===== config.mk =====
export PLATFORM = sky130hd
export DESIGN_NAME = lsc_front
export DESIGN_NICKNAME = d
export VERILOG_FILES = /design/src/rtl/lsc_pkg.sv /design/src/rtl/lsc_front.sv
export SDC_FILE = /design/constraint.sdc
export NUM_CORES = 1
export LEC_CHECK = 0
export BUFFER_PORTS_ARGS = -buffer_cell sky130_fd_sc_hd__buf_2
export CORE_MARGIN = 4
export CORE_UTILIZATION = 35
export CTS_BUF_LIST = sky130_fd_sc_hd__clkbuf_4 sky130_fd_sc_hd__clkbuf_8 sky130_fd_sc_hd__clkbuf_16
export DETAILED_ROUTE_END_ITERATION = 8
export MAX_ROUTING_LAYER = met4
export PLACE_DENSITY = 0.59
export SLEW_MARGIN = 20
export SYNTH_ARGS = -nofsm -noshare
export SYNTH_HDL_FRONTEND = slang
export SYNTH_SLANG_ARGS = --single-unit

===== constraint.sdc =====
create_clock -name clk -period 5 [get_ports clk]
set_input_delay 1 -clock clk [delete_from_list [all_inputs] [get_ports clk]]
set_output_delay 1 -clock clk [all_outputs]
set_load 0.01 [all_outputs]

===== src/rtl/lsc_pkg.sv =====
// shared types and constants for the line segment clipper
package lsc_pkg;

  localparam int COORD_BITS = 16;

  typedef logic signed [COORD_BITS-1:0] coord_t;
  typedef logic signed [COORD_BITS:0]   delta_t;

  typedef struct packed {
    coord_t start_x;
    coord_t start_y;
    coord_t end_x;
    coord_t end_y;
  } seg_t;

  typedef struct packed {
    logic   visible;
    coord_t clip_start_x;
    coord_t clip_start_y;
    coord_t clip_end_x;
    coord_t clip_end_y;
  } clip_t;

  typedef struct packed {
    coord_t left;
    coord_t right;
    coord_t bottom;
    coord_t top;
  } window_t;

  typedef enum logic [1:0] {
    REG_LEFT   = 2'd0,
    REG_RIGHT  = 2'd1,
    REG_BOTTOM = 2'd2,
    REG_TOP    = 2'd3
  } reg_idx_t;

  // one divider operand pair: numerator sign, magnitude and divisor
  typedef struct packed {
    logic                  neg;
    logic [COORD_BITS-1:0] num;
    logic [COORD_BITS-1:0] den;
  } lane_t;

  typedef struct packed {
    coord_t start;
    delta_t delta;
    logic   par;
  } axis_side_t;

  typedef struct packed {
    axis_side_t x;
    axis_side_t y;
    logic       par_ok;
  } side_t;

endpackage


===== src/rtl/lsc_front.sv =====
// first stage: deltas, boundary distances and parallel-axis test
module lsc_front (
  input  logic           clk,
  input  logic           rst,
  input  logic           en,
  input  logic           seg_valid,
  input  lsc_pkg::seg_t  seg,
  input  lsc_pkg::window_t win,
  output logic           valid,
  output lsc_pkg::side_t side,
  output lsc_pkg::lane_t ax,
  output lsc_pkg::lane_t bx,
  output lsc_pkg::lane_t ay,
  output lsc_pkg::lane_t by
);
  import lsc_pkg::*;

  typedef struct packed {
    lane_t      a;
    lane_t      b;
    axis_side_t side;
    logic       in_slab;
  } axis_out_t;

  function automatic axis_out_t calc_axis(coord_t s, coord_t e, coord_t lo, coord_t hi);
    axis_out_t r;
    delta_t    d;
    delta_t    lo_m_s;
    delta_t    hi_m_s;
    delta_t    na;
    delta_t    nb;
    delta_t    den;
    d      = {e[COORD_BITS-1], e} - {s[COORD_BITS-1], s};
    lo_m_s = {lo[COORD_BITS-1], lo} - {s[COORD_BITS-1], s};
    hi_m_s = {hi[COORD_BITS-1], hi} - {s[COORD_BITS-1], s};
    if (d[COORD_BITS]) begin
      na  = -hi_m_s;
      nb  = -lo_m_s;
      den = -d;
    end else begin
      na  = lo_m_s;
      nb  = hi_m_s;
      den = d;
    end
    r.a.neg      = na[COORD_BITS];
    r.a.num      = na[COORD_BITS-1:0];
    r.a.den      = den[COORD_BITS-1:0];
    r.b.neg      = nb[COORD_BITS];
    r.b.num      = nb[COORD_BITS-1:0];
    r.b.den      = den[COORD_BITS-1:0];
    r.side.start = s;
    r.side.delta = d;
    r.side.par   = (d == '0);
    r.in_slab    = !(s < lo || s > hi);
    return r;
  endfunction

  axis_out_t xa;
  axis_out_t ya;

  always_comb begin
    xa = calc_axis(seg.start_x, seg.end_x, win.left, win.right);
    ya = calc_axis(seg.start_y, seg.end_y, win.bottom, win.top);
  end

  always_ff @(posedge clk) begin
    if (rst) begin
      valid <= 1'b0;
    end else if (en) begin
      valid <= seg_valid;
    end
  end

  always_ff @(posedge clk) begin
    if (en) begin
      side.x      <= xa.side;
      side.y      <= ya.side;
      // an axis with zero delta must hold the start inside its slab
      side.par_ok <= (!xa.side.par || xa.in_slab) && (!ya.side.par || ya.in_slab);
      ax          <= xa.a;
      bx          <= xa.b;
      ay          <= ya.a;
      by          <= ya.b;
    end
  end

endmodule


Word level (Yosys, flattened, before mapping)
Index checks and enable logic that the tools add are counted.

cells by class
  add/sub/neg operators = 12
  magnitude comparators = 4
  multiplexer cells = 6
  reduce and logical (&&, ||, !) cells = 11

operator list
  operator           count
  $sub 16x16->17     6
  $mux 17            4
  $neg 17->17        4
  $logic_not 17->1   2
  $gt 16x16->1       2
  $lt 16x16->1       2
  $mux 16            2
  $neg 16->16        2
  $logic_not 1->1    4
  $logic_or 1x1->1   4
  $logic_and 1x1->1  1

storage, ports and cells
  flip-flop bits (word level) = 170
  input port bits = 132
  output and inout bits = 202
  word-level logic and storage cells = 51

Longest topological paths before layout
Gate-level depths: netlist of the first run.

  word-level depth = 5
  mapped depth = 16
  depth with buffers taken out = 14

Worst setup path after synthesis of the first run
No wires, ideal clock.

  kind = in2reg
  from = input seg[49] (netlist bit)
  to = register side[0] (netlist bit) (data pin)
  library setup time = 0.261 ns
  arrival = 3.643 ns
  required time = 4.739 ns
  setup slack = 1.096 ns
  stages = 11
  path buffers = 0
  cells stage by stage = inv_1 ha_1 nor2b_1 o31a_1 o21a_1 or3_1 a211oi_2 o21ai_1 nor4_1 nand3_1 o32a_1

on the way
  longest elaborated chain between the ends = 5
  elaborated cells on any way between the ends = 9
  classes of those cells = 1 x add/sub; 2 x order compare; 6 x reduce/logical

RTL lines
  what                                                  RTL line                          source
  from (decl)                                           lsc_front.sv:7                    input lsc_pkg::seg_t seg,
  $sub 16x16->17 (tied with other cells)                lsc_front.sv:33                   d = {e[COORD_BITS-1], e} - {s[COORD_BITS-1], s};
  $logic_not 17->1 or $logic_or 1x1->1 (tied branches)  lsc_front.sv:53, lsc_front.sv:54
  $logic_not 1->1, on equally long branches             lsc_front.sv:79, lsc_front.sv:54
  $logic_or 1x1->1 *                                    lsc_front.sv:79                   side.par_ok <= (!xa.side.par || xa.in_slab) && (!ya.side.par || ya.in_slab);
  $logic_and 1x1->1 *                                   lsc_front.sv:79
  to (decl)                                             lsc_front.sv:10                   output lsc_pkg::side_t side,

Mark *: on every way between the ends. The rest lies on a longest branch, timed or not.
A chain may end at the register's enable or synchronous reset.

==> results of run 1 <==
## worst min-delay path by stage
stage / slack, ps / to / startpoint
finish: 530 / valid / valid
global route: 600 / valid / valid
CTS: 540 / valid / valid
detailed placement: 520 / valid / valid
global placement: 470 / valid / valid
floorplan: 530 / valid / valid
## metal layers
| metal | vias up | wire, um | part of all wire [%] | GRT usage [%] |
|---|---|---|---|---|
| li1 | 5607 | - | - | - |
| met1 | 5270 | 17100 | 42 | 23.1 |
| met2 | 347 | 20300 | 50 | 34.9 |
| met3 | 59 | 2640 | 6.4 | 5.61 |
| met4 | 0 | 951 | 2.3 | 6.17 |
| met5 | - | 0 | 0 | - |
## registers in the layout, summed over array words and instances (netlist names)
name	count
side	68
by	33
bx	32
ax	17
ay	17
valid	1
## kinds of logic after synthesis
| kind of cell | synth area share [%] |
|---|---|
| simple gates | 16.9 |
| compound gates | 17.4 |
| flops | 38.8 |
| buf+inv | 5.35 |
| xor+xnor | 8.90 |
| fa+ha+maj | 10.9 |
| mux | 1.74 |
## stage by stage
step           cell area [sq um]  util [%]
4_1_cts                    15700      42.7
3_3_place_gp               15000      41.1
3_5_place_dp               15000      41.1
5_1_grt                    15700      42.8
6_report                   15700      42.8
2_1_floorplan              13000         -
## layout make-up
class                      instances  share of cell area, %
antenna                            9                  0.144
clock buffer                      17                   2.71
clock inverter                    15                   1.17
inverter                          84                   2.01
multi-input combinational       1032                   46.4
sequential                       168                   32.1
tap                              468                   3.74
timing repair buffer             351                   11.7
## cell usage in the layout, fill, tap and decap left out, types with 10 or more instances in the layout
cell type	synthesis	routed
buf_2	3	332
edfxtp_1	167	167
ha_1	104	104
nand2_1	97	97
nor2_1	95	95
a21oi_1	87	86
inv_1	83	83
xnor2_1	74	74
o21ai_0	73	73
xor2_1	58	58
nor3_1	43	43
nand3_1	35	35
a21o_1	27	27
o21a_1	24	24
or3_1	22	22
nor2b_1	19	19
nand4_1	19	19
mux2i_1	17	17
clkbuf_16	0	17
nor4_1	16	16
buf_4	34	16
nand2b_1	13	13
and3_1	13	13
a31oi_1	12	12
o31a_1	11	11
o211ai_1	11	11
a211oi_1	10	10
## worst max-delay path: cells and delay by family
kind / cells / cell delay [ps]
mux: 1 / 90
simple gates: 5 / 1510
buf+inv: 2 / 220
compound gates: 2 / 490
fa+ha+maj: 2 / 640
xor+xnor: 1 / 180
## power groups by stage
| stage | sequential (mW) | combinational (mW) | clock (mW) |
|---|---|---|---|
| 2_1_floorplan | 2.09 | 1.17 | 0 |
| 3_3_place_gp | 1.98 | 1.91 | 0 |
| 3_5_place_dp | 1.97 | 1.93 | 0 |
| 4_1_cts | 1.95 | 1.94 | 1.43 |
| 5_1_grt | 1.97 | 2.12 | 1.48 |
| 6_report | 1.94 | 1.93 | 1.40 |
==> summary.txt, run 1 <==
Routing
  • Via density: 5.26
  • Final wirelength: 41.0 mm
  • DRT Pass-1 Iters: 5
  • Routed Antenna Nets: 0
  • Drt initial violations: ~600
  • Via count: 11300
  • # DRC: 0
  • DR WL/cell: about 19 um

Finish
  • Share of layout cells above drive strength 1: 25.2%
  • Post-layout net count: 1896
  • Fill count: 3642
  • Multi-input logic area: 7270 sq um
  • Non-Filler Instances: 2144
  • Synth-to-layout area growth: 20.6%
  • Area occupied by registers: approximately 5000 sq um

Job
  • Max-Cap Viols: 0

Placement
  • Dpl hpwl: 33.2 mm
  • PortBufs: 333
  • Post-place setup slack: 542 ps
  • Global placement routability congestion: 0.900
  • Inst Count DP: 2103

Die
  • Die width: 201 um
  • # rows: 70
  • Initial Util: between 30% and 40%
  • Core Footprint: ~37000 sq um
  • Number of I/O pins: 334
  • Die Y: approximately 200 um
  • Total die area: about 40000 sq um

Power and ir drop
  • Total power: ~5.3 mW
  • Leak Pwr: around 6.7 nW
  • Switching fraction of total power: 36.5%
  • Psw: between 1.5 and 2 mW
  • Worst vdd ir: 0.254 mV
  • P_int: 3.34 mW
  • Clock power share: 26.5%
  • Reg power frac: 36.9%
  • Combinational power share: 36.6%
  • Pwr/cell area: 336 nW/um^2

Hold path
  • Hold depth: 2
  • HP Class: flip-flop to flip-flop

STA
  • Setup Skew: 0 ps
  • Max_slew headroom: 35.0%
  • Unrepaired setup endpoints after global routing: no
  • Tcrit/Tclk final: between 70% and 80%
  • Final Hold Fails: 0
  • Slew @ Worst Pin: 975 ps
  • # setup viols final: 0
  • Setup TNS: 0 ps
  • Hold WS: 535 ps
  • Smallest setup slack after layout: 1070 ps
  • Final slew viol count: 0
  • Final min period: 3930 ps
  • Maximum operating frequency: 0.255 GHz

Clock network
  • CTS Sinks: 168
  • # hold bufs at CTS: 0
  • TritonCTS buffer count: 17
  • CTS H-Tree Depth: 4
  • Post_cts resized: 0
  • Max clock buf depth: 2
  • Clk slew on worst S/H paths: 80 ps
  • CTS tree: yes
  • Post-CTS Setup Bufs: 0
  • Worst skew pair latency: 460 ps
  • CTS root buf: clkbuf_16

Global routing
  • Number of global-route vias before repair: 10900
  • GRT Util Overall: just over 20%
  • Initial antenna violation count: 9
  • Largest net degree at the start of global routing: ~100
  • Remaining Overflow, GRT: 0
  • First-pass GRT wire length: 62.2 mm

Yosys
  • Share of the synthesized area in the top cell type: 38.6%
  • Asr flop ratio synth: 0%
  • Cell taking the most area after synthesis: edfxtp_1
  • Synth Register Bits: 168
  • Post-synth net total: between 1500 and 2000
  • Top cells by area, synth: edfxtp_1 (39%), ha_1 (10%), xnor2_1 (5.0%)
  • Dominant synthesized flop cell: edfxtp_1
  • Unique cell type count in the Yosys netlist: 80
  • Most common cell in the netlist: edfxtp_1
  • Leading cell types by count after synthesis: edfxtp_1 (167), ha_1 (104), nand2_1 (97)
  • Avg Synthesized Cell Area: 9.62 sq um
  • Area of the mapped netlist: 13000 sq um
  • Gate Count Post-Synth: between 1000 and 1500
  • Synth warn: 0
  • Post-synth EDFFs: about 170
  • Register area share after synthesis: 38.8%

Worst setup path
  • R2r setup slk: 4390 ps
  • Critical R2R Capture: valid
  • Crit start category: input pin
  • WP data required: 5200 ps
  • Worst Reg2Reg Path Length in Cells: 2
  • CP max FO: 5
  • Setup Crit Path Kind: input pin to flip-flop
  • CP max stage cell: or3b_2
  • Worst Setup SP: seg[48]
  • Reg-to-reg startpoint: valid
  • Worst EP arrival: 4120 ps
  • Crit-path max cell delay: 490 ps
  • CP endpoint kind: flip-flop
  • Worst setup path end: bx[32]
  • Crit path cell chain: buf_2 -> ha_1 -> inv_1 -> fa_1 -> a211oi_2 -> o211ai_1 -> nand4_1 -> or3b_2 -> nor3_1 -> nand4bb_1 -> nor4_1 -> xor2_1 -> mux2i_1

Outcome
  • Status: finished clean
Note: power is estimated with default switching activity, not from simulation.
==> run 2, diff against run 1 <==
ABC_AREA = 1   (was unset)
PLACE_DENSITY = 0.58   (was 0.59)
clock period = 4.1 ns   (was 5 ns; I/O delays follow)
==> run 2 against run 1 <==
Net effect: non-clock buffer count down 13; total power up 23%; clock power up 14%; sequential power up 22%; clock-buffer cell count unchanged; wire length up 13%; via count up 28%; highest routed layer unchanged; sequential share of layout area down 3.5 points.
==> summary.txt, run 2 <==
STA
  • Maximum operating frequency: 0.327 GHz
  • Final Hold Fails: 0
  • Final min period: around 3000 ps
  • Max_slew headroom: 51.3%
  • Unrepaired setup endpoints after global routing: no
  • # setup viols final: 0
  • Hold WS: 492 ps
  • Setup Skew: 0 ps
  • Setup TNS: 0 ps
  • Slew @ Worst Pin: roughly 730 ps
  • Final slew viol count: 0
  • Tcrit/Tclk final: about three quarters

Routing
  • Routed Antenna Nets: 0
  • Via density: ~4.7
  • # DRC: 0
  • Via count: 14400
  • DRT Pass-1 Iters: 5
  • DR WL/cell: 15.0 um
  • Drt initial violations: 769
  • Final wirelength: 46.3 mm

Finish
  • Synth-to-layout area growth: 17.2%
  • Regs by FF count: side (68), by (33), bx (32)
  • Multi-input logic area: 8050 sq um
  • Non-Filler Instances: 3078
  • Fill count: 4455
  • Reg with most FFs: side
  • Number of flip-flops under the largest register name: a little under 70
  • Share of layout cells above drive strength 1: 17.3%
  • Core Util, Final: 41.7%
  • Post-layout net count: 2765
  • Area occupied by registers: 5030 sq um
  • Most frequent cells in the layout: nand2_1 (796), inv_1 (399), buf_2 (332), nand3_1 (218), edfxtp_1 (167)
  • Commonest non-fill, non-tap cell in the layout: nand2_1

Worst setup path
  • CP max FO: 31
  • Crit-path max cell delay: 480 ps
  • Worst Setup SP: seg[16]
  • Worst EP arrival: 3280 ps
  • Worst Path Buf+Inv: 4
  • Most numerous cell on the critical path: nand2_2
  • CP max stage cell: inv_2
  • Reg-to-reg startpoint: valid
  • Crit path cell chain: buf_2 -> inv_1 -> ha_1 -> inv_1 -> fa_1 -> nand3_1 -> nand2_2 -> nand2_1 -> nand2_2 -> nand2_2 -> nand2_2 -> nand2_1 -> nand2_1 -> nand2_1 -> nand2_2 -> inv_2 -> nor2_1 -> xor2_1
  • Crit path max-delay family: simple AND/OR/NAND/NOR gates
  • WP data required: 4330 ps
  • CP endpoint kind: flip-flop
  • Crit start category: input pin
  • Setup Crit Path Kind: input pin to flip-flop

Clock network
  • Max clock buf depth: 2
  • Post-CTS Setup Bufs: 0
  • Post_cts resized: 0
  • Clk slew on worst S/H paths: about 70 ps
  • # hold bufs at CTS: 0
  • CTS tree: yes
  • Worst skew pair latency: 470 ps
  • CTS root buf: clkbuf_16
  • CTS H-Tree Depth: 4
  • CTS Sinks: 168
  • TritonCTS buffer count: 17

Yosys
  • Top cells by area, synth: edfxtp_1 (33%), nand2_1 (20%), inv_1 (10%)
  • Register area share after synthesis: 33.5%
  • Unique cell type count in the Yosys netlist: 39
  • Gate Count Post-Synth: about 2200
  • Leading cell types by count after synthesis: nand2_1 (796), inv_1 (399), nand3_1 (218)
  • Synth warn: 0
  • Post-synth EDFFs: 167
  • Post-synth net total: 2460
  • Avg Synthesized Cell Area: 6.77 sq um
  • Area of the mapped netlist: 15000 sq um
  • Cell taking the most area after synthesis: edfxtp_1
  • Share of the synthesized area in the top cell type: 33.4%
  • Asr flop ratio synth: 0%
  • Most common cell in the netlist: nand2_1
  • Dominant synthesized flop cell: edfxtp_1
  • Synth Register Bits: 168

Die
  • Total die area: about 46000 sq um
  • Initial Util: 35.6%
  • Number of I/O pins: 334
  • Die width: 215 um
  • Die Y: 215 um
  • Core Footprint: 42200 sq um
  • # rows: 75

Placement
  • Inst Count DP: 3043
  • Dpl hpwl: 39.3 mm
  • Global placement routability congestion: 0.954
  • PortBufs: 333

Global routing
  • Largest net degree at the start of global routing: 75
  • Remaining Overflow, GRT: 0
  • Number of global-route vias before repair: roughly 14000
  • Initial antenna violation count: 4
  • First-pass GRT wire length: approximately 73 mm
  • GRT Util Overall: 20.3%

Power and ir drop
  • Pwr/cell area: 366 nW/um^2
  • Leak Pwr: 9.52 nW
  • Clock power share: 24.8%
  • Combinational power share: 38.6%
  • P_int: around 4.0 mW
  • Switching fraction of total power: 38.7%
  • Worst vdd ir: 0.286 mV
  • Reg power frac: 36.6%
  • Psw: 2.49 mW

Job
  • Max-Cap Viols: 0

Hold path
  • HP Class: flip-flop to flip-flop
  • HP Start: valid

Outcome
  • Status: finished clean
run 2: stage by stage:
| stage | power (mW) | setup slack (ps) | area, sq um |
|---|---|---|---|
| after floorplan | 4.11 | 1140 | 15000 |
| after global placement | 4.89 | 610 | 17000 |
| after detailed placement | 4.91 | 527 | 17000 |
| after CTS | 6.55 | 1050 | 17600 |
| after global routing | 6.92 | 772 | 17600 |
| final | 6.45 | 1050 | 17600 |
run 2: cell families (layout without fill, tap and decap cells):
group	count (synthesis)	count (layout)	synth area share (%)
compound gates	132	132	4.65
xor+xnor	42	42	2.50
fa+ha+maj	110	110	9.46
buf+inv	461	778	12.9
flops	168	168	33.5
mux	1	1	0.0666
other cells	0	4	0
simple gates	1304	1304	36.9
run 2: area by class of cell:
class / count / share of cell area [%]
repair buffers: 338 / 9.86
diodes: 4 / 0.0568
well taps: 539 / 3.83
clock inverters: 14 / 0.789
clock buffers: 17 / 2.42
inverters: 409 / 8.72
multi-input cells: 1589 / 45.7
flip-flops and latches: 168 / 28.6
run 2: worst register-to-register path, delay by kind of cell (launching register included):
family	cells	cell delay (ps)
flip-flops	1	310
multiplexers	1	120
AND/OR/NAND/NOR	1	50
run 2: power groups by stage:
stage | registers (mW) | clock network (mW) | logic (mW)
final | 2.36 | 1.60 | 2.49
after global routing | 2.40 | 1.73 | 2.80
after CTS | 2.37 | 1.66 | 2.51
after detailed placement | 2.41 | 0 | 2.50
after global placement | 2.40 | 0 | 2.48
after floorplan | 2.54 | 0 | 1.58
run 2: per-layer routing:
layer / routed length (um) / part of all wire [%] / track usage (%) / vias up
met4: 651 / 1.4 / 4.60 / 0
li1: - / - / - / 7609
met3: 2290 / 4.9 / 4.04 / 36
met1: 20500 / 44 / 24.6 / 6446
met5: 0 / 0 / - / -
met2: 22900 / 49 / 35.0 / 357
run 2: final timing paths:
| check | end | slack (ps) | cells after the start |
|---|---|---|---|
| max | bx[3] | 1050 | 18 |
| min | valid | 490 | 2 |
| max reg2reg | valid | 3520 | 2 |
| min reg2reg | valid | 490 | 2 |
==> run 3, diff against run 2 <==
ABC_AREA = 0   (was 1)
PLACE_DENSITY = 0.61   (was 0.58)
clock period = 2.6 ns   (was 4.1 ns; I/O delays follow)
==> run 3 against run 2 <==
Net effect: the run now ends with negative setup slack left; setup slack worse by 1500 ps; register-to-register slack worse by 1500 ps; critical endpoint is now by[30]; core utilization up 19 points; total power up 92%; wire length up 6.9%; largest cell class unchanged; first-iteration DRC count down 16%.
==> summary.txt, run 3 (same netlist as run 1, synthesis figures left out) <==
Worst setup path
  • Crit path max-delay family: buffers and inverters
  • Worst Path Buf+Inv: 6
  • CP max stage cell: fa_2
  • Crit-path max cell delay: 370 ps
  • CP endpoint kind: flip-flop
  • Crit start category: input pin
  • Crit path cell chain: buf_8 -> clkinvlp_4 -> buf_6 -> buf_6 -> fa_2 -> a21o_1 -> a221oi_2 -> buf_4 -> xnor2_4 -> nor4_4 -> nand4_1 -> buf_4 -> nor3_4 -> xor2_1 -> mux2i_1
  • Worst EP arrival: approximately 3300 ps
  • Setup Crit Path Kind: input pin to flip-flop
  • WP data required: ~2800 ps
  • CP max FO: 3

Finish
  • Core Util, Final: between 60 and 70%
  • Post-layout net count: 2414
  • Non-Filler Instances: 2666
  • Most frequent cells in the layout: buf_4 (457), buf_2 (318), edfxtp_1 (167), nand2_1 (78), ha_1 (75)
  • Share of layout cells above drive strength 1: 55.1%
  • Regs by FF count: side (68), by (33), bx (32)
  • Number of flip-flops under the largest register name: 68
  • Reg with most FFs: side
  • Post-route cell area: 22200 sq um
  • Synth-to-layout area growth: 70.6%
  • Commonest non-fill, non-tap cell in the layout: buf_4

STA
  • Final Hold Fails: 0
  • Tcrit/Tclk final: 119%
  • Maximum operating frequency: roughly 0.32 GHz
  • Slew @ Worst Pin: 591 ps
  • Unrepaired setup endpoints after global routing: yes
  • Max_slew headroom: about 60%
  • Smallest setup slack after layout: -488 ps
  • Final slew viol count: 0
  • # setup viols final: 72
  • Final min period: 3090 ps
  • Setup Skew: 0 ps

Placement
  • Dpl hpwl: 37.2 mm
  • Post-place setup slack: -1040 ps
  • PortBufs: 333
  • Dpl cell area: 18900 sq um
  • Inst Count DP: 2526
  • Global placement routability congestion: 0.942

Outcome
  • Violated checks: negative setup slack
  • Status: finished with violations

Routing
  • Drt initial violations: 647
  • Via count: 13700
  • DRT Pass-1 Iters: 5
  • Final wirelength: between 40 and 50 mm
  • # DRC: 0
  • DR WL/cell: around 19 um
  • Via density: 5.12
  • Routed Antenna Nets: 0

Global routing
  • Number of global-route vias before repair: 14000
  • First-pass GRT wire length: 73.6 mm
  • GRT Util Overall: 23.6%
  • Remaining Overflow, GRT: 0
  • Initial antenna violation count: 12
  • Largest net degree at the start of global routing: 52

Clock network
  • # hold bufs at CTS: 0
  • CTS tree: yes
  • CTS H-Tree Depth: 4
  • Clk slew on worst S/H paths: 80 ps
  • Worst skew pair latency: 460 ps
  • Max clock buf depth: 2
  • TritonCTS buffer count: 17
  • CTS root buf: clkbuf_16
  • CTS Sinks: around 170

Die
  • Number of I/O pins: 334
  • Total die area: 40300 sq um
  • Die Y: 201 um
  • Core Footprint: 36600 sq um
  • # rows: 70
  • Die width: 201 um
  • Initial Util: 35.5%

Power and ir drop
  • Worst vdd ir: 0.479 mV
  • Pwr/cell area: 560 nW/um^2
  • Leak Pwr: 9.85 nW

Hold path
  • HP Class: input pin to flip-flop

Job
  • Max-Cap Viols: 0
==> run 3: layout make-up <==
class	count	area (sq um)
Antenna cell	13	32.5
Clock buffer	17	425
Clock inverter	15	158
Fill cell	3065	14400
Inverter	84	367
Multi-Input combinational cell	1032	9190
Sequential cell	168	5030
Tap cell	468	586
Timing Repair Buffer	869	6370
==> run 3: per-layer routing <==
| metal | vias to the layer above | part of all wire [%] | track usage, % |
|---|---|---|---|
| met1 | 6552 | 40 | 26.0 |
| li1 | 6658 | - | - |
| met2 | 381 | 52 | 42.0 |
| met4 | 0 | 2.9 | 7.96 |
| met5 | - | 0 | - |
| met3 | 66 | 5.9 | 5.57 |
==> run 3: repair_timing <==
| item | in CTS | in global routing |
|---|---|---|
| pin swaps | 152 | 83 |
| resized for setup | 254 | 168 |
| gates cloned | 2 | 5 |
| buffers inserted | 67 | 34 |
| setup endpoints to repair | 100 | 102 |
==> run 3: where the power goes <==
part | internal (mW) | leakage (nW) | total [mW] | switching [mW]
registers | 3.58 | 1.64 | 3.72 | 0.142
clock network | 1.28 | 0.281 | 2.57 | 1.29
logic | 3.04 | 7.93 | 6.12 | 3.08
==> run 3: path summary, 6_finish.rpt <==
kind / to / cells after the start / slack, ps / from
min reg2reg: valid / 2 / 500 / valid
max reg2reg: valid / 2 / 2020 / valid
min: valid / 2 / 210 / rst
max: by[30] / 15 / -490 / seg[33]
==> run 3: metrics by stage <==
step / hold WS [ps] / TNS [ps] / total power, mW
detailed placement: 480 / -75940 / 8.78
global route: 180 / -20930 / 13.1
floorplan: 528 / -24880 / 6.53
global placement: 465 / -72860 / 8.74
finish: 207 / -13350 / 12.4
CTS: 172 / -10010 / 12.0
